===== config.mk =====
export PLATFORM = sky130hd
export DESIGN_NAME = tcp_receive_session_fsm
export DESIGN_NICKNAME = d
export VERILOG_FILES = /design/src/hw/rtl/trs_pkg.sv /design/src/hw/rtl/tcp_receive_session_fsm.sv /design/src/hw/rtl/trs_ctrl.sv /design/src/hw/rtl/trs_dp.sv
export SDC_FILE = /design/constraint.sdc
export NUM_CORES = 2
export LEC_CHECK = 0
export BUFFER_PORTS_ARGS = -buffer_cell sky130_fd_sc_hd__buf_4
export CORE_ASPECT_RATIO = 0.8
export CORE_UTILIZATION = 50
export DETAILED_ROUTE_END_ITERATION = 10
export PLACE_DENSITY = 0.67
export SLEW_MARGIN = 10
export SYNTH_ARGS = -nofsm -noshare
export SYNTH_HDL_FRONTEND = slang
export SYNTH_SLANG_ARGS = --single-unit

===== constraint.sdc =====
create_clock -name clk -period 25.9 [get_ports clk]
set_clock_uncertainty 0.2 [all_clocks]
set_input_delay 5.18 -clock clk [delete_from_list [all_inputs] [get_ports clk]]
set_output_delay 5.18 -clock clk [all_outputs]
set_load 0.05 [all_outputs]

===== src/hw/rtl/trs_pkg.sv =====
// ---------------------------------------------------------------------------
// trs_pkg
// Shared types and codes for the TCP receive session block.
// ---------------------------------------------------------------------------
package trs_pkg;

    localparam int CHAIN_LIMIT = 9;

    localparam logic [0:0] CFG_RECV_WIN = 1'd0;
    localparam logic [0:0] CFG_INIT_SEQ = 1'd1;

    localparam logic [1:0] REQ_SEG   = 2'd0;
    localparam logic [1:0] REQ_SEND  = 2'd1;
    localparam logic [1:0] REQ_CLOSE = 2'd2;

    localparam logic [1:0] ACT_OK  = 2'd0;
    localparam logic [1:0] ACT_RST = 2'd1;
    localparam logic [1:0] ACT_FIN = 2'd2;
    localparam logic [1:0] ACT_BAD = 2'd3;

    localparam logic [2:0] ST_LISTEN      = 3'd0;
    localparam logic [2:0] ST_SYN_RCVD    = 3'd1;
    localparam logic [2:0] ST_ESTABLISHED = 3'd2;
    localparam logic [2:0] ST_FIN_WAIT_1  = 3'd3;
    localparam logic [2:0] ST_CLOSE_WAIT  = 3'd4;
    localparam logic [2:0] ST_LAST_ACK    = 3'd5;
    localparam logic [2:0] ST_CLOSED      = 3'd6;
    localparam logic [2:0] ST_TIME_WAIT   = 3'd7;

    localparam logic [2:0] RK_NONE      = 3'd0;
    localparam logic [2:0] RK_ACK       = 3'd1;
    localparam logic [2:0] RK_CHALLENGE = 3'd2;
    localparam logic [2:0] RK_RST       = 3'd3;
    localparam logic [2:0] RK_FIN       = 3'd4;
    localparam logic [2:0] RK_SYNACK    = 3'd5;
    localparam logic [2:0] RK_DATA      = 3'd6;

    localparam logic [3:0] EV_NONE      = 4'd0;
    localparam logic [3:0] EV_CONNECTED = 4'd1;
    localparam logic [3:0] EV_DATA      = 4'd2;
    localparam logic [3:0] EV_CLOSING   = 4'd3;
    localparam logic [3:0] EV_CLOSED    = 4'd4;
    localparam logic [3:0] EV_RESET     = 4'd5;
    localparam logic [3:0] EV_DUP       = 4'd6;
    localparam logic [3:0] EV_OUTSIDE   = 4'd7;
    localparam logic [3:0] EV_BUFFERED  = 4'd8;
    localparam logic [3:0] EV_IGNORED   = 4'd9;

    localparam logic [2:0] WIN_NEXT      = 3'd0;
    localparam logic [2:0] WIN_CHALLENGE = 3'd1;
    localparam logic [2:0] WIN_BEFORE    = 3'd2;
    localparam logic [2:0] WIN_LATER     = 3'd3;
    localparam logic [2:0] WIN_AFTER     = 3'd4;

    localparam logic [2:0] EXP_KEEP    = 3'd0;
    localparam logic [2:0] EXP_SEQ1    = 3'd1;
    localparam logic [2:0] EXP_ADD_SEG = 3'd2;
    localparam logic [2:0] EXP_ADD_ENT = 3'd3;
    localparam logic [2:0] EXP_INC     = 3'd4;

    localparam logic [1:0] NSS_KEEP    = 2'd0;
    localparam logic [1:0] NSS_INIT1   = 2'd1;
    localparam logic [1:0] NSS_INC     = 2'd2;
    localparam logic [1:0] NSS_ADD_LEN = 2'd3;

    localparam logic [2:0] SRC_EVENT    = 3'd0;
    localparam logic [2:0] SRC_SESSION  = 3'd1;
    localparam logic [2:0] SRC_SLRST    = 3'd2;
    localparam logic [2:0] SRC_DATA_IN  = 3'd3;
    localparam logic [2:0] SRC_DATA_ENT = 3'd4;

    localparam logic [1:0] RS_NSS    = 2'd0;
    localparam logic [1:0] RS_NSS_M1 = 2'd1;
    localparam logic [1:0] RS_INIT   = 2'd2;

    typedef struct packed {
        logic       latch;
        logic       st_we;
        logic [2:0] st_val;
        logic [2:0] exp_op;
        logic [1:0] nss_op;
        logic       emit;
        logic [2:0] em_src;
        logic [2:0] em_kind;
        logic [3:0] em_ev;
        logic [1:0] em_seqsel;
        logic       finish;
        logic       scan_clr;
        logic       scan_step;
        logic       tab_wr;
        logic       tab_inv;
    } cmd_t;

    typedef struct packed {
        logic [2:0] conn;
        logic [1:0] req;
        logic [2:0] cls;
        logic       syn;
        logic       ack;
        logic       fin;
        logic       rst;
        logic       len_nz;
        logic [1:0] act;
        logic       ack_beyond;
        logic       hit_exp;
        logic       idx_last;
        logic       buf_found;
        logic       free_found;
        logic       ent_len_nz;
        logic       ent_fin;
        logic       exp_ne_las;
        logic       pend_valid;
        logic       out_free;
    } status_t;

endpackage


===== src/hw/rtl/tcp_receive_session_fsm.sv =====
// ---------------------------------------------------------------------------
// tcp_receive_session_fsm
// Server side of one TCP connection: state, window test, reorder chaining.
// ---------------------------------------------------------------------------
// Usage:
//  Input channel (in_valid/in_stall) carries one request per beat: a received
//  segment header, an application send or an application close. Output
//  channel (out_valid/out_stall) returns one or more result beats per
//  request; the final one has last set.
//  A request is taken only when the previous one has issued all its results
//  into the output stage; in_stall is high while a request is in progress.
//  Simple requests pass through accept, dispatch and finish. An in-order
//  segment in the established state adds a reply step and, unless it carries
//  FIN, a serial table scan plus a further scan for each chained descriptor,
//  at most 9 per request. A FIN or a completed handshake adds a further step.
//  A segment buffered out of order adds a full table scan and a buffering
//  step. A result that waits on out_stall holds the request longer.
//  When out_stall is high the sequencer waits with its next result held;
//  nothing is dropped.
//  Reset puts the session in listen, clears sequence state and marks every
//  reorder entry invalid. The user must write registers through cfg_we/
//  cfg_index/cfg_data only while idle; the block itself does not enforce it.
// ---------------------------------------------------------------------------
module tcp_receive_session_fsm #(
    parameter int REORDER_DEPTH = 8
) (
    input  logic        clk,
    input  logic        rst_n,
    input  logic        cfg_we,
    input  logic [0:0]  cfg_index,
    input  logic [31:0] cfg_data,
    input  logic        in_valid,
    output logic        in_stall,
    input  logic [1:0]  req_type,
    input  logic [31:0] seg_seq,
    input  logic [31:0] seg_ack_num,
    input  logic        flag_syn,
    input  logic        flag_ack,
    input  logic        flag_fin,
    input  logic        flag_rst,
    input  logic [15:0] payload_len,
    input  logic [15:0] peer_window_adv,
    input  logic [1:0]  app_action,
    output logic        out_valid,
    input  logic        out_stall,
    output logic [2:0]  reply_kind,
    output logic [31:0] reply_seq,
    output logic [31:0] reply_ack,
    output logic [3:0]  event_code,
    output logic [31:0] deliver_seq,
    output logic [15:0] deliver_len,
    output logic [2:0]  conn_state,
    output logic        last
);
    import trs_pkg::*;

    cmd_t    cmd;
    status_t st;
    logic [15:0] peer_win_reg;

    // advertised window kept for the session; no result depends on it
    always_ff @(posedge clk)
    begin
        if (cmd.latch)
        begin
            peer_win_reg <= peer_window_adv;
        end
    end

    trs_ctrl u_ctrl (
        .clk      (clk),
        .rst_n    (rst_n),
        .in_valid (in_valid),
        .in_stall (in_stall),
        .st       (st),
        .cmd      (cmd)
    );

    trs_dp #(
        .REORDER_DEPTH (REORDER_DEPTH)
    ) u_dp (
        .clk         (clk),
        .rst_n       (rst_n),
        .cfg_we      (cfg_we),
        .cfg_index   (cfg_index),
        .cfg_data    (cfg_data),
        .req_type    (req_type),
        .seg_seq     (seg_seq),
        .seg_ack_num (seg_ack_num),
        .flag_syn    (flag_syn),
        .flag_ack    (flag_ack),
        .flag_fin    (flag_fin),
        .flag_rst    (flag_rst),
        .payload_len (payload_len),
        .app_action  (app_action),
        .cmd         (cmd),
        .st          (st),
        .out_valid   (out_valid),
        .out_stall   (out_stall),
        .reply_kind  (reply_kind),
        .reply_seq   (reply_seq),
        .reply_ack   (reply_ack),
        .event_code  (event_code),
        .deliver_seq (deliver_seq),
        .deliver_len (deliver_len),
        .conn_state  (conn_state),
        .last        (last)
    );

    a_win_stable: assert property (@(posedge clk) disable iff (!rst_n)
        in_stall |=> $stable(peer_win_reg))
        else $error("window captured while busy");
endmodule


===== src/hw/rtl/trs_ctrl.sv =====
// ---------------------------------------------------------------------------
// trs_ctrl
// Sequencer: walks one request through dispatch, table scans and replies.
// ---------------------------------------------------------------------------
module trs_ctrl (
    input  logic             clk,
    input  logic             rst_n,
    input  logic             in_valid,
    output logic             in_stall,
    input  trs_pkg::status_t st,
    output trs_pkg::cmd_t    cmd
);
    import trs_pkg::*;

    localparam logic [3:0] S_IDLE  = 4'd0;
    localparam logic [3:0] S_DISP  = 4'd1;
    localparam logic [3:0] S_SR2   = 4'd2;
    localparam logic [3:0] S_EFIN  = 4'd3;
    localparam logic [3:0] S_CSCAN = 4'd4;
    localparam logic [3:0] S_CHIT  = 4'd5;
    localparam logic [3:0] S_CFIN  = 4'd6;
    localparam logic [3:0] S_BSCAN = 4'd7;
    localparam logic [3:0] S_BDONE = 4'd8;
    localparam logic [3:0] S_RST   = 4'd9;
    localparam logic [3:0] S_TAIL  = 4'd10;
    localparam logic [3:0] S_FIN   = 4'd11;

    localparam logic [3:0] CHAIN_LAST = 4'(CHAIN_LIMIT);

    logic [3:0] cs_reg, cs_next;
    logic [1:0] op_reg, op_next;
    logic       any_reg, any_next;
    logic [3:0] cnt_reg, cnt_next;
    cmd_t       cr;
    logic       blocked;

    function automatic cmd_t ev_cmd(input logic [3:0] ev);
        cmd_t c;
        c = '0;
        c.emit = 1'b1;
        c.em_src = SRC_EVENT;
        c.em_ev = ev;
        return c;
    endfunction

    function automatic cmd_t sess_cmd(input logic [2:0] kind, input logic [1:0] sel);
        cmd_t c;
        c = '0;
        c.emit = 1'b1;
        c.em_src = SRC_SESSION;
        c.em_kind = kind;
        c.em_seqsel = sel;
        return c;
    endfunction

    function automatic cmd_t rst_cmd();
        cmd_t c;
        c = sess_cmd(RK_RST, RS_NSS);
        c.st_we = 1'b1;
        c.st_val = ST_CLOSED;
        return c;
    endfunction

    function automatic cmd_t fin_cmd(input logic [2:0] conn);
        cmd_t c;
        c = sess_cmd(RK_FIN, RS_NSS);
        c.nss_op = NSS_INC;
        c.st_we = 1'b1;
        if (conn == ST_ESTABLISHED)
        begin
            c.st_val = ST_FIN_WAIT_1;
        end
        else if (conn == ST_CLOSE_WAIT)
        begin
            c.st_val = ST_LAST_ACK;
        end
        else
        begin
            c = ev_cmd(EV_IGNORED);
        end
        return c;
    endfunction

    always_comb
    begin
        cr = '0;
        cs_next = cs_reg;
        op_next = op_reg;
        any_next = any_reg;
        cnt_next = cnt_reg;
        case (cs_reg)
            S_IDLE:
            begin
                if (in_valid)
                begin
                    cr.latch = 1'b1;
                    cs_next = S_DISP;
                end
            end
            S_DISP:
            begin
                op_next = ACT_OK;
                any_next = 1'b0;
                cnt_next = '0;
                cs_next = S_FIN;
                case (st.req)
                    REQ_SEG:
                    begin
                        case (st.conn)
                            ST_LISTEN:
                            begin
                                if (st.rst)
                                begin
                                    cr = ev_cmd(EV_IGNORED);
                                end
                                else if (!st.syn || st.ack || st.act != ACT_OK)
                                begin
                                    cr = ev_cmd(EV_NONE);
                                    cr.em_src = SRC_SLRST;
                                end
                                else
                                begin
                                    cr = sess_cmd(RK_SYNACK, RS_INIT);
                                    cr.st_we = 1'b1;
                                    cr.st_val = ST_SYN_RCVD;
                                    cr.exp_op = EXP_SEQ1;
                                    cr.nss_op = NSS_INIT1;
                                end
                            end
                            ST_CLOSED:
                            begin
                                cr = ev_cmd(EV_NONE);
                                cr.em_src = SRC_SLRST;
                            end
                            ST_TIME_WAIT, ST_FIN_WAIT_1:
                            begin
                                cr = ev_cmd(EV_IGNORED);
                            end
                            default:
                            begin
                                case (st.cls)
                                    WIN_CHALLENGE: cr = sess_cmd(RK_CHALLENGE, RS_NSS);
                                    WIN_BEFORE:    cr = ev_cmd(EV_DUP);
                                    WIN_AFTER:     cr = ev_cmd(EV_OUTSIDE);
                                    WIN_LATER:
                                    begin
                                        if (st.ack && st.ack_beyond)
                                        begin
                                            cr = rst_cmd();
                                        end
                                        else if (st.len_nz || st.fin)
                                        begin
                                            cr.scan_clr = 1'b1;
                                            cs_next = S_BSCAN;
                                        end
                                    end
                                    default:
                                    begin
                                        if (st.conn == ST_ESTABLISHED && !st.ack && !st.rst)
                                        begin
                                            cr = ev_cmd(EV_IGNORED);
                                        end
                                        else if (st.rst)
                                        begin
                                            cr = ev_cmd(EV_RESET);
                                            cr.st_we = 1'b1;
                                            cr.st_val = ST_CLOSED;
                                            cr.exp_op = EXP_ADD_SEG;
                                        end
                                        else
                                        begin
                                            case (st.conn)
                                                ST_CLOSE_WAIT:
                                                begin
                                                    if (st.fin)
                                                    begin
                                                        cr = ev_cmd(EV_CLOSED);
                                                        cr.st_we = 1'b1;
                                                        cr.st_val = ST_CLOSED;
                                                    end
                                                    cr.exp_op = EXP_ADD_SEG;
                                                end
                                                ST_LAST_ACK:
                                                begin
                                                    cr.exp_op = EXP_ADD_SEG;
                                                    cr.st_we = st.ack;
                                                    cr.st_val = ST_CLOSED;
                                                end
                                                ST_SYN_RCVD:
                                                begin
                                                    if (!st.ack || st.fin)
                                                    begin
                                                        cr = rst_cmd();
                                                        cr.exp_op = EXP_ADD_SEG;
                                                    end
                                                    else if (st.syn)
                                                    begin
                                                        cr = sess_cmd(RK_SYNACK, RS_NSS_M1);
                                                        cr.exp_op = EXP_SEQ1;
                                                    end
                                                    else
                                                    begin
                                                        cr = ev_cmd(EV_CONNECTED);
                                                        cr.st_we = 1'b1;
                                                        cr.st_val = ST_ESTABLISHED;
                                                        cr.exp_op = EXP_ADD_SEG;
                                                        op_next = st.act;
                                                        any_next = st.len_nz;
                                                        cs_next = S_SR2;
                                                    end
                                                end
                                                default:
                                                begin
                                                    if (st.len_nz)
                                                    begin
                                                        cr = ev_cmd(EV_DATA);
                                                        cr.em_src = SRC_DATA_IN;
                                                        op_next = st.act;
                                                    end
                                                    cr.exp_op = EXP_ADD_SEG;
                                                    any_next = st.len_nz || st.fin;
                                                    if (st.fin)
                                                    begin
                                                        cs_next = S_EFIN;
                                                    end
                                                    else if (st.len_nz && st.act == ACT_RST)
                                                    begin
                                                        cs_next = S_RST;
                                                    end
                                                    else
                                                    begin
                                                        cr.scan_clr = 1'b1;
                                                        cs_next = S_CSCAN;
                                                    end
                                                end
                                            endcase
                                        end
                                    end
                                endcase
                            end
                        endcase
                    end
                    REQ_SEND:
                    begin
                        if (st.conn == ST_ESTABLISHED || st.conn == ST_CLOSE_WAIT)
                        begin
                            cr = sess_cmd(RK_DATA, RS_NSS);
                            cr.nss_op = NSS_ADD_LEN;
                        end
                        else
                        begin
                            cr = ev_cmd(EV_IGNORED);
                        end
                    end
                    REQ_CLOSE: cr = fin_cmd(st.conn);
                    default:   cr = ev_cmd(EV_IGNORED);
                endcase
            end
            S_SR2:
            begin
                if (st.act == ACT_RST)
                begin
                    cr = rst_cmd();
                    cs_next = S_FIN;
                end
                else
                begin
                    if (st.len_nz)
                    begin
                        cr = ev_cmd(EV_DATA);
                        cr.em_src = SRC_DATA_IN;
                    end
                    cs_next = S_TAIL;
                end
            end
            S_EFIN:
            begin
                cr = ev_cmd(EV_CLOSING);
                cr.st_we = 1'b1;
                cr.st_val = ST_CLOSE_WAIT;
                op_next = st.act;
                cs_next = (st.act == ACT_RST) ? S_RST : S_TAIL;
            end
            S_CSCAN:
            begin
                if (st.hit_exp)
                begin
                    cs_next = S_CHIT;
                end
                else if (st.idx_last)
                begin
                    cs_next = S_TAIL;
                end
                else
                begin
                    cr.scan_step = 1'b1;
                end
            end
            S_CHIT:
            begin
                if (st.ent_len_nz)
                begin
                    cr = ev_cmd(EV_DATA);
                    cr.em_src = SRC_DATA_ENT;
                    op_next = st.act;
                end
                cr.tab_inv = 1'b1;
                cr.exp_op = EXP_ADD_ENT;
                any_next = 1'b1;
                cnt_next = cnt_reg + 4'd1;
                if (st.ent_len_nz && st.act == ACT_RST)
                begin
                    cs_next = S_RST;
                end
                else if (st.ent_fin)
                begin
                    cs_next = S_CFIN;
                end
                else if (cnt_reg + 4'd1 == CHAIN_LAST)
                begin
                    cs_next = S_TAIL;
                end
                else
                begin
                    cr.scan_clr = 1'b1;
                    cs_next = S_CSCAN;
                end
            end
            S_CFIN:
            begin
                cr = ev_cmd(EV_CLOSING);
                cr.exp_op = EXP_INC;
                cr.st_we = 1'b1;
                cr.st_val = ST_CLOSE_WAIT;
                op_next = st.act;
                cs_next = (st.act == ACT_RST) ? S_RST : S_TAIL;
            end
            S_BSCAN:
            begin
                cr.scan_step = 1'b1;
                if (st.idx_last)
                begin
                    cs_next = S_BDONE;
                end
            end
            S_BDONE:
            begin
                if (st.buf_found)
                begin
                    cr = ev_cmd(EV_BUFFERED);
                end
                else if (st.free_found)
                begin
                    cr = ev_cmd(EV_BUFFERED);
                    cr.tab_wr = 1'b1;
                end
                else
                begin
                    cr = ev_cmd(EV_IGNORED);
                end
                cs_next = S_FIN;
            end
            S_RST:
            begin
                cr = rst_cmd();
                cs_next = S_FIN;
            end
            S_TAIL:
            begin
                if (op_reg == ACT_FIN)
                begin
                    cr = fin_cmd(st.conn);
                end
                else if (any_reg && st.exp_ne_las)
                begin
                    cr = sess_cmd(RK_ACK, RS_NSS);
                end
                cs_next = S_FIN;
            end
            S_FIN:
            begin
                cr.finish = 1'b1;
                cs_next = S_IDLE;
            end
            default: cs_next = S_IDLE;
        endcase
    end

    assign blocked = (cr.emit && st.pend_valid && !st.out_free) || (cr.finish && !st.out_free);
    assign cmd = blocked ? '0 : cr;
    assign in_stall = (cs_reg != S_IDLE);

    always_ff @(posedge clk or negedge rst_n)
    begin
        if (!rst_n)
        begin
            cs_reg <= S_IDLE;
            op_reg <= ACT_OK;
            any_reg <= 1'b0;
            cnt_reg <= '0;
        end
        else if (!blocked)
        begin
            cs_reg <= cs_next;
            op_reg <= op_next;
            any_reg <= any_next;
            cnt_reg <= cnt_next;
        end
    end

    a_latch_idle: assert property (@(posedge clk) disable iff (!rst_n)
        cmd.latch |-> cs_reg == S_IDLE)
        else $error("input latched outside idle");
    a_disp_follows: assert property (@(posedge clk) disable iff (!rst_n)
        cmd.latch |=> cs_reg == S_DISP)
        else $error("dispatch did not follow accept");
    a_chain_bound: assert property (@(posedge clk) disable iff (!rst_n)
        cs_reg == S_CHIT |-> cnt_reg < CHAIN_LAST)
        else $error("chain limit exceeded");
endmodule


===== src/hw/rtl/trs_dp.sv =====
// ---------------------------------------------------------------------------
// trs_dp
// Session registers, reorder table, window test and result staging.
// ---------------------------------------------------------------------------
module trs_dp #(
    parameter int REORDER_DEPTH = 8
) (
    input  logic             clk,
    input  logic             rst_n,
    input  logic             cfg_we,
    input  logic [0:0]       cfg_index,
    input  logic [31:0]      cfg_data,
    input  logic [1:0]       req_type,
    input  logic [31:0]      seg_seq,
    input  logic [31:0]      seg_ack_num,
    input  logic             flag_syn,
    input  logic             flag_ack,
    input  logic             flag_fin,
    input  logic             flag_rst,
    input  logic [15:0]      payload_len,
    input  logic [1:0]       app_action,
    input  trs_pkg::cmd_t    cmd,
    output trs_pkg::status_t st,
    output logic             out_valid,
    input  logic             out_stall,
    output logic [2:0]       reply_kind,
    output logic [31:0]      reply_seq,
    output logic [31:0]      reply_ack,
    output logic [3:0]       event_code,
    output logic [31:0]      deliver_seq,
    output logic [15:0]      deliver_len,
    output logic [2:0]       conn_state,
    output logic             last
);
    import trs_pkg::*;

    localparam int IW = (REORDER_DEPTH > 1) ? $clog2(REORDER_DEPTH) : 1;
    localparam logic [IW-1:0] IDX_LAST = IW'(REORDER_DEPTH - 1);

    logic [1:0]  req_reg;
    logic [31:0] seq_reg, ackn_reg;
    logic        syn_reg, ack_reg, fin_reg, rst_reg;
    logic [15:0] len_reg;
    logic [1:0]  act_reg;

    logic [15:0] rwin_reg;
    logic [31:0] iss_reg;
    logic [2:0]  conn_reg, conn_next;
    logic [31:0] exp_reg, exp_next;
    logic [31:0] nss_reg, nss_next;
    logic [31:0] las_reg;

    logic [REORDER_DEPTH-1:0] vld_reg;
    logic [31:0] tseq_mem [REORDER_DEPTH];
    logic [15:0] tlen_mem [REORDER_DEPTH];
    logic        tfin_mem [REORDER_DEPTH];
    logic [IW-1:0] idx_reg, free_idx_reg;
    logic        found_reg, free_found_reg;

    logic [31:0] ent_seq;
    logic [15:0] ent_len;
    logic        hit_seq;
    logic [31:0] dwin, dack;

    logic        pend_valid_reg;
    logic [2:0]  pend_kind_reg, pend_conn_reg;
    logic [31:0] pend_seq_reg, pend_ack_reg, pend_dseq_reg;
    logic [3:0]  pend_ev_reg;
    logic [15:0] pend_dlen_reg;

    logic [2:0]  em_kind;
    logic [31:0] em_seq, em_ack, em_dseq;
    logic [3:0]  em_ev;
    logic [15:0] em_dlen;

    logic        out_valid_reg, out_last_reg, out_load, out_free;
    logic [2:0]  out_kind_reg, out_conn_reg;
    logic [31:0] out_seq_reg, out_ack_reg, out_dseq_reg;
    logic [3:0]  out_ev_reg;
    logic [15:0] out_dlen_reg;

    assign ent_seq = tseq_mem[idx_reg];
    assign ent_len = tlen_mem[idx_reg];
    assign hit_seq = vld_reg[idx_reg] && (ent_seq == seq_reg);
    assign dwin = seq_reg - exp_reg;
    assign dack = ackn_reg - nss_reg;
    assign out_free = !out_valid_reg || !out_stall;

    always_comb
    begin
        st = '0;
        st.conn = conn_reg;
        st.req = req_reg;
        if (dwin == 32'd0)
        begin
            st.cls = WIN_NEXT;
        end
        else if (rst_reg)
        begin
            st.cls = WIN_CHALLENGE;
        end
        else if (dwin[31])
        begin
            st.cls = WIN_BEFORE;
        end
        else if (dwin < {16'd0, rwin_reg})
        begin
            st.cls = WIN_LATER;
        end
        else
        begin
            st.cls = WIN_AFTER;
        end
        st.syn = syn_reg;
        st.ack = ack_reg;
        st.fin = fin_reg;
        st.rst = rst_reg;
        st.len_nz = (len_reg != 16'd0);
        st.act = act_reg;
        st.ack_beyond = (dack != 32'd0) && !dack[31];
        st.hit_exp = vld_reg[idx_reg] && (ent_seq == exp_reg);
        st.idx_last = (idx_reg == IDX_LAST);
        st.buf_found = found_reg;
        st.free_found = free_found_reg;
        st.ent_len_nz = (ent_len != 16'd0);
        st.ent_fin = tfin_mem[idx_reg];
        st.exp_ne_las = (exp_reg != las_reg);
        st.pend_valid = pend_valid_reg;
        st.out_free = out_free;
    end

    always_comb
    begin
        case (cmd.exp_op)
            EXP_SEQ1:    exp_next = seq_reg + 32'd1;
            EXP_ADD_SEG: exp_next = exp_reg + {16'd0, len_reg} + {31'd0, fin_reg};
            EXP_ADD_ENT: exp_next = exp_reg + {16'd0, ent_len};
            EXP_INC:     exp_next = exp_reg + 32'd1;
            default:     exp_next = exp_reg;
        endcase
        case (cmd.nss_op)
            NSS_INIT1:   nss_next = iss_reg + 32'd1;
            NSS_INC:     nss_next = nss_reg + 32'd1;
            NSS_ADD_LEN: nss_next = nss_reg + {16'd0, len_reg};
            default:     nss_next = nss_reg;
        endcase
        conn_next = cmd.st_we ? cmd.st_val : conn_reg;
    end

    always_comb
    begin
        em_kind = RK_NONE;
        em_seq = '0;
        em_ack = '0;
        em_ev = EV_NONE;
        em_dseq = '0;
        em_dlen = '0;
        case (cmd.em_src)
            SRC_EVENT: em_ev = cmd.em_ev;
            SRC_SESSION:
            begin
                em_kind = cmd.em_kind;
                em_ack = exp_next;
                case (cmd.em_seqsel)
                    RS_NSS_M1: em_seq = nss_reg - 32'd1;
                    RS_INIT:   em_seq = iss_reg;
                    default:   em_seq = nss_reg;
                endcase
            end
            SRC_SLRST:
            begin
                em_kind = RK_RST;
                if (ack_reg)
                begin
                    em_seq = ackn_reg;
                end
                else
                begin
                    em_ack = seq_reg + {16'd0, len_reg} + {31'd0, syn_reg}
                           + {31'd0, fin_reg};
                end
            end
            SRC_DATA_IN:
            begin
                em_ev = EV_DATA;
                em_dseq = seq_reg;
                em_dlen = len_reg;
            end
            SRC_DATA_ENT:
            begin
                em_ev = EV_DATA;
                em_dseq = ent_seq;
                em_dlen = ent_len;
            end
            default: em_ev = EV_NONE;
        endcase
    end

    always_ff @(posedge clk)
    begin
        if (cmd.latch)
        begin
            req_reg <= req_type;
            seq_reg <= seg_seq;
            ackn_reg <= seg_ack_num;
            syn_reg <= flag_syn;
            ack_reg <= flag_ack;
            fin_reg <= flag_fin;
            rst_reg <= flag_rst;
            len_reg <= payload_len;
            act_reg <= (app_action == ACT_BAD) ? ACT_OK : app_action;
        end
    end

    always_ff @(posedge clk or negedge rst_n)
    begin
        if (!rst_n)
        begin
            rwin_reg <= 16'hFFFF;
            iss_reg <= '0;
            conn_reg <= ST_LISTEN;
            exp_reg <= '0;
            nss_reg <= '0;
            las_reg <= '0;
        end
        else
        begin
            if (cfg_we && cfg_index == CFG_RECV_WIN)
            begin
                rwin_reg <= cfg_data[15:0];
            end
            if (cfg_we && cfg_index == CFG_INIT_SEQ)
            begin
                iss_reg <= cfg_data;
            end
            conn_reg <= conn_next;
            exp_reg <= exp_next;
            nss_reg <= nss_next;
            if (cmd.emit && cmd.em_src == SRC_SESSION)
            begin
                las_reg <= exp_next;
            end
        end
    end

    // reorder table: valid bits reset, descriptors do not
    always_ff @(posedge clk or negedge rst_n)
    begin
        if (!rst_n)
        begin
            vld_reg <= '0;
            idx_reg <= '0;
            free_idx_reg <= '0;
            found_reg <= 1'b0;
            free_found_reg <= 1'b0;
        end
        else
        begin
            if (cmd.scan_clr)
            begin
                idx_reg <= '0;
                found_reg <= 1'b0;
                free_found_reg <= 1'b0;
            end
            else if (cmd.scan_step)
            begin
                found_reg <= found_reg | hit_seq;
                if (!vld_reg[idx_reg] && !free_found_reg)
                begin
                    free_found_reg <= 1'b1;
                    free_idx_reg <= idx_reg;
                end
                if (idx_reg != IDX_LAST)
                begin
                    idx_reg <= idx_reg + 1'b1;
                end
            end
            if (cmd.tab_wr)
            begin
                vld_reg[free_idx_reg] <= 1'b1;
            end
            if (cmd.tab_inv)
            begin
                vld_reg[idx_reg] <= 1'b0;
            end
        end
    end

    always_ff @(posedge clk)
    begin
        if (cmd.tab_wr)
        begin
            tseq_mem[free_idx_reg] <= seq_reg;
            tlen_mem[free_idx_reg] <= len_reg;
            tfin_mem[free_idx_reg] <= fin_reg;
        end
    end

    // one result held back so that the final one can carry last
    assign out_load = cmd.finish || (cmd.emit && pend_valid_reg);

    always_ff @(posedge clk or negedge rst_n)
    begin
        if (!rst_n)
        begin
            pend_valid_reg <= 1'b0;
            out_valid_reg <= 1'b0;
        end
        else
        begin
            if (cmd.finish)
            begin
                pend_valid_reg <= 1'b0;
            end
            else if (cmd.emit)
            begin
                pend_valid_reg <= 1'b1;
            end
            if (out_load)
            begin
                out_valid_reg <= 1'b1;
            end
            else if (!out_stall)
            begin
                out_valid_reg <= 1'b0;
            end
        end
    end

    always_ff @(posedge clk)
    begin
        if (cmd.emit)
        begin
            pend_kind_reg <= em_kind;
            pend_seq_reg <= em_seq;
            pend_ack_reg <= em_ack;
            pend_ev_reg <= em_ev;
            pend_dseq_reg <= em_dseq;
            pend_dlen_reg <= em_dlen;
            pend_conn_reg <= conn_next;
        end
        if (out_load)
        begin
            out_last_reg <= cmd.finish;
            if (pend_valid_reg)
            begin
                out_kind_reg <= pend_kind_reg;
                out_seq_reg <= pend_seq_reg;
                out_ack_reg <= pend_ack_reg;
                out_ev_reg <= pend_ev_reg;
                out_dseq_reg <= pend_dseq_reg;
                out_dlen_reg <= pend_dlen_reg;
                out_conn_reg <= pend_conn_reg;
            end
            else
            begin
                out_kind_reg <= RK_NONE;
                out_seq_reg <= '0;
                out_ack_reg <= '0;
                out_ev_reg <= EV_NONE;
                out_dseq_reg <= '0;
                out_dlen_reg <= '0;
                out_conn_reg <= conn_reg;
            end
        end
    end

    assign out_valid = out_valid_reg;
    assign reply_kind = out_kind_reg;
    assign reply_seq = out_seq_reg;
    assign reply_ack = out_ack_reg;
    assign event_code = out_ev_reg;
    assign deliver_seq = out_dseq_reg;
    assign deliver_len = out_dlen_reg;
    assign conn_state = out_conn_reg;
    assign last = out_last_reg;

    a_pend_safe: assert property (@(posedge clk) disable iff (!rst_n)
        cmd.emit && pend_valid_reg |-> out_free)
        else $error("held result overwritten");
    a_finish_safe: assert property (@(posedge clk) disable iff (!rst_n)
        cmd.finish |-> out_free)
        else $error("finish while output busy");
    a_finish_last: assert property (@(posedge clk) disable iff (!rst_n)
        cmd.finish |=> out_valid_reg && out_last_reg && !pend_valid_reg)
        else $error("final beat not marked");
    a_wr_free: assert property (@(posedge clk) disable iff (!rst_n)
        cmd.tab_wr |-> !vld_reg[free_idx_reg])
        else $error("reorder write over live entry");
endmodule


* After elaboration in Yosys (flattened, before gate mapping)
Memory sizes are Yosys's and may differ from the RTL's.
Cells that the tools add are included.
** Storage, ports and cells
- Bits in registers :: 509
- Latch bits :: 0
- RAM bits :: 392
- ROM bits :: 0
- Input port bits :: 142
- Output and inout bits :: 125
- Logic and storage cells :: 316
- Memories kept :: 3
** Memories
- u_dp.tseq_mem :: depth 8, bits a word 32, rd ports 1, clocked after Yosys merged registers in 0, wr ports 1, line trs_dp.sv:54 : logic [31:0] tseq_mem [REORDER_DEPTH];
- u_dp.tlen_mem :: depth 8, bits a word 16, rd ports 1, clocked after Yosys merged registers in 0, wr ports 1, line trs_dp.sv:55 : logic [15:0] tlen_mem [REORDER_DEPTH];
- u_dp.tfin_mem :: depth 8, bits a word 1, rd ports 1, clocked after Yosys merged registers in 0, wr ports 1, line trs_dp.sv:56 : logic tfin_mem [REORDER_DEPTH];
** Cells by class
- $add $sub $neg :: 16
- Multipliers :: 0
- Div/mod/pow operators :: 0
- Magnitude comparators :: 5
- Equality and inequality tests :: 51
- Shift operators :: 0
- Mux-type cells :: 126
- Bitwise operators :: 7
- Reductions and logical operators :: 67
** Operators with widths (count)
- one-hot mux 32 bit (2 select lines) :: 4
- one-hot mux 22 bit (8 select lines) :: 1
- one-hot mux 28 bit (3 select lines) :: 2
- two-way mux 27 bit :: 6
- adder 32 x 1 -> 32 bit, second input constant :: 4
- adder 32 x 16 -> 32 bit :: 4
- one-hot mux 32 bit (4 select lines) :: 1
- two-way mux 28 bit :: 4
- one-hot mux 28 bit (4 select lines) :: 1
- adder 32 x 1 -> 32 bit :: 3
- one-hot mux 32 bit (3 select lines) :: 1
- two-way mux 4 bit :: 17
- == test 32 bit :: 2
- two-way mux 32 bit :: 2
- subtractor 32 bit :: 2
- two-way mux 20 bit :: 3
- one-hot mux 20 bit (3 select lines) :: 1
- two-way mux 18 bit :: 3
- two-way mux 1 bit :: 34
- two-way mux 3 bit :: 11
- logical NOT 32 bit :: 1
- < comparator 32 x 16 -> 1 bit :: 1
- two-way mux 8 bit :: 4
- inequality test 32 bit :: 1
- 55 further kinds :: 159

* Depth between registers and ports, before layout
- Word-level depth :: 18
- Gate-level depth with buffers :: 39
- Gate-level depth less buffers :: 37

* By module
From an unflattened synthesis, not the netlist that was laid out.
** Second synthesis, totals
- Cells, all modules :: 4186
- Area total of the unflattened synthesis :: 48559.1 sq um
** By module, submodules not included
- trs_dp :: instances 1, cells each 3834, area each 46248.1 sq um, seq. area each 25919.9 sq um
- trs_ctrl :: instances 1, cells each 352, area each 2311.0 sq um, seq. area each 275.3 sq um

* Worst setup path before layout
OpenSTA, ideal clock, no wires.
- Path type :: input to register
- Start point :: input port out_stall
- End point :: register u_dp.pend_ack_reg[0], enable pin
- Setup time :: 0.755 ns
- Arrival :: 14.720 ns
- Required time :: 24.945 ns
- Path slack :: 10.226 ns
- Cell stages on the path :: 9
- Path buffers :: 1
- Cells stage by stage :: nand2_1 > a21o_1 > inv_1 > a21oi_4 > nor2b_1 > nand4b_1 > a2bb2oi_1 > clkbuf_1 > nor3_1
** RTL lines
- from (decl) :: line tcp_receive_session_fsm.sv:45 : input logic out_stall,
- to (signal assigned) :: line trs_dp.sv:336 : pend_ack_reg <= em_ack;
- to (decl) :: line trs_dp.sv:67 : logic [31:0] pend_seq_reg, pend_ack_reg, pend_dseq_reg;

* Final worst setup path
- Start point :: input port out_stall
- End point :: register u_dp.nss_reg[22]
** On the way
- Word-level cells in the longest chain between the ends :: 8
- Elaborated cells on any way between the ends :: 12
- Those cells by class :: eq/ne: 3; mux: 2; reduce/logical: 7
** RTL lines
- logical NOT 1 bit * :: line trs_dp.sv:87 : assign out_free = !out_valid_reg || !out_stall;
- logical OR 1 bit * :: line trs_dp.sv:87
- logical NOT 1 bit * :: line trs_ctrl.sv:389 : assign blocked = (cr.emit && st.pend_valid && !st.out_free) || (cr.finish && !st.out_free);
- logical AND 1 bit :: line trs_ctrl.sv:389
- logical OR 1 bit * :: line trs_ctrl.sv:389
- two-way mux 28 bit * :: line trs_ctrl.sv:390 : assign cmd = blocked ? '0 : cr;
- == test 2 bit / == test 2 x 1 -> 1 bit (equally long branches) :: line trs_dp.sv:141 : case (cmd.nss_op)
- one-hot mux 32 bit (3 select lines) / nonzero test 3 bit (equally long branches)
- to (signal assigned) :: line trs_dp.sv:238 : nss_reg <= nss_next;
- to (decl) :: line trs_dp.sv:50 : logic [31:0] nss_reg, nss_next;
Every way passes the cells marked *; elsewhere a longest branch is shown, timed or not.
A chain may end at the register's enable or synchronous reset.

==> flow_summary.ini <==
[layout]
seq_area_mm2 = 0.0262
nets = 4752
num-fill-cells = 8026
multi_input_area_mm2 = 0.0204
largest_registers = u_dp.tseq_mem x256, u_dp.tlen_mem x128
area_delta_synth_final_pct = 13.6
largest_register = u_dp.tseq_mem
drive_above_1_share = 0.159
largest_register_ffs = 256

[die]
ios = 267
dieArea_mm2 = 0.0975
coreArea_mm2 = 0.0952
die_x_um = 349
initial_core_util = 0.506
die_y_um = 280
rows = 101

[clock_tree]
post-cts-setup-buffers = 0
clock-sinks = 901
cts_resized = 0
cts_tree = built
root_buffer = clkbuf_16
htree_levels = 3
clk_path_buf_depth = 3
cts_hold_buf = 0
clk_pin_slew_ps = 60
cts_buffers = 91
worstSkewPairLatency_ps = 670

[synth]
synth.top_cells.by_area = edfxtp_1, dfrtp_1, ha_1
synth-warning-count = 0
synthFlopType = edfxtp_1
async_flop_share = 0.195
synth_commonest_cells = edfxtp_1, nand2_1, o21ai_0
synth_top_area_cell = edfxtp_1
synth-seq-cells = 901
synth_top_area_share = 0.452
syn_nets = 4518
synth_edf_count = 725
synth.distinct_cells = 101
netlist_area_mm2 = 0.0481
yosysMostFrequentCell = edfxtp_1
netlist_instances = 4199
synth-seq-area-share = 0.544
postSynthAreaPerCell_um2 = 11.5

[global_routing]
grt_usage = 0.330
grt_max_degree = 76
overflow = 0
antenna_found_initial = 13
grt_pass1_wl_um = 235000
grt_pass1_vias = 33800

[sta]
timing.hold.ws_ps = 307
setup_viol = 0
worst_pin_slew_ps = 1250
hold_viol = 0
relSlewSlack = 0.164
clock.fmax_mhz = 91.0
fin_crit_ps = 10990
rsz0062_at_grt = false
period_share = 0.424
fin_setup_tns_ps = 0
slew_viol_final = 0

[route]
ant_nets = 0
post_drt_wl_per_cell_um = 28.0
num_vias = 36900
drt_first_pass_iters = 6
drc = 0
first_iter_violations = 5078
viasPerCell = 6.37
totalWireLength_um = 162000

[worst_setup_path]
cp-startpoint = out_stall
cp-end-kind = register
cp_data_arrival_time_ps = 11360
crit_fanout = 18
path_class = primary input to register
cp-start-kind = primary input
required_ps = 26280
r2r_start = u_dp.idx_reg[0]$_DFFE_PN0P_

[hold_path]
hold_path.startpoint = u_dp.vld_reg[7]$_DFF_PN0_
hold_path_class = register to register

[power_and_ir_drop]
power_density_mw_per_mm2 = 93.4
vdd_ir_drop_max_mv = 0.0887
p_leak_nw = 20.9

[placed_design]
place_congestion = 0.999
hpwl_um = 116000
portBuffers = 250

[flow_run]
maxCapViolations = 0

[outcome]
status = complete, no violations
-- routing by layer --
metal	GRT usage	vias up	routed length (um)
met2	0.461	2033	67800
met1	0.515	18400	73100
met5	0	-	35
met4	0.0750	8	3840
met3	0.0741	226	17700
li1	-	16300	-
-- report_power, final --
group | switching (mW) | leakage [nW] | internal, mW | total, mW
combinational | 1.16 | 10.6 | 0.483 | 1.64
clock | 0.582 | 1.49 | 0.764 | 1.35
sequential | 0.163 | 8.86 | 1.96 | 2.12
-- worst paths after layout --
kind | to | slack, ps | depth (start not counted)
setup / recovery | u_dp.nss_reg[22]$_DFFE_PN0P_ | 14910 | 26
hold / removal | u_dp.vld_reg[7]$_DFF_PN0_ | 310 | 1
setup reg to reg | u_dp.nss_reg[22]$_DFFE_PN0P_ | 15170 | 32
hold reg to reg | u_dp.vld_reg[7]$_DFF_PN0_ | 310 | 1
max in group asynchronous | u_ctrl.cnt_reg[1]$_DFFE_PN0P_ | 19080 | 3
min in group asynchronous | u_dp.conn_reg[2]$_DFF_PN0_ | 4310 | 1
-- stage by stage --
stage | worst slack, ps | area [um^2] | power, mW | std cells | utilization
finish | 14910 | 54700 | 5.11 | 5798 | 0.575
floorplan | 10230 | 48100 | 3.24 | 4199 | -
CTS | 15080 | 54700 | 5.11 | 5793 | 0.575
global placement | 14550 | 51700 | 3.75 | 5627 | 0.543
global route | 14380 | 54700 | 5.31 | 5793 | 0.575
detailed placement | 14410 | 51700 | 3.77 | 5627 | 0.543
-- area by class of cell --
class | instances | area share
multi-input cells | 2879 | 0.373
clock inverters | 50 | 0.00901
diodes | 5 | 0.000229
flip-flops and latches | 901 | 0.479
well taps | 1287 | 0.0294
inverters | 198 | 0.0136
repair buffers | 362 | 0.0497
clock buffers | 116 | 0.0460
-- placed cells by master (no fill, tap or decap), types with 156 or more instances in the layout --
cell type    n
inv_1      194
and2_1     167
edfxtp_1   725
nor2_1     193
ha_1       168
dfrtp_1    156
buf_4      361
nand2_1    297
o21ai_0    267
a21oi_1    198
-- critical path: stages --
cell and delay, ps:
buf_4 130, nand2_1 180, a21o_1 140, inv_1 70, a21oi_4 280, nor2b_1 180
nand4b_1 190, o2bb2ai_4 180, buf_4 270, and3_1 580, nand2_1 200, fa_1 470
nor2b_1 120, o21ai_0 110, a21oi_1 190, o21ai_0 120, a21boi_0 250, o21ai_0 140
a21oi_1 210, o41ai_1 140, o21ai_0 350, a31oi_1 180, nor4_1 600, and2_1 480
a311oi_1 160, a211oi_1 230
-- logic make-up after synthesis --
logic type,after synthesis,share of synthesized area
AO/OA/AOI/OAI,1059,0.149
XOR/XNOR,270,0.0491
adder cells (fa/ha/maj),178,0.0475
buffers and inverters,419,0.0338
flip-flops,901,0.544
multiplexers,217,0.0531
AND/OR/NAND/NOR,1155,0.123
Power figures use the tool's default switching activity.
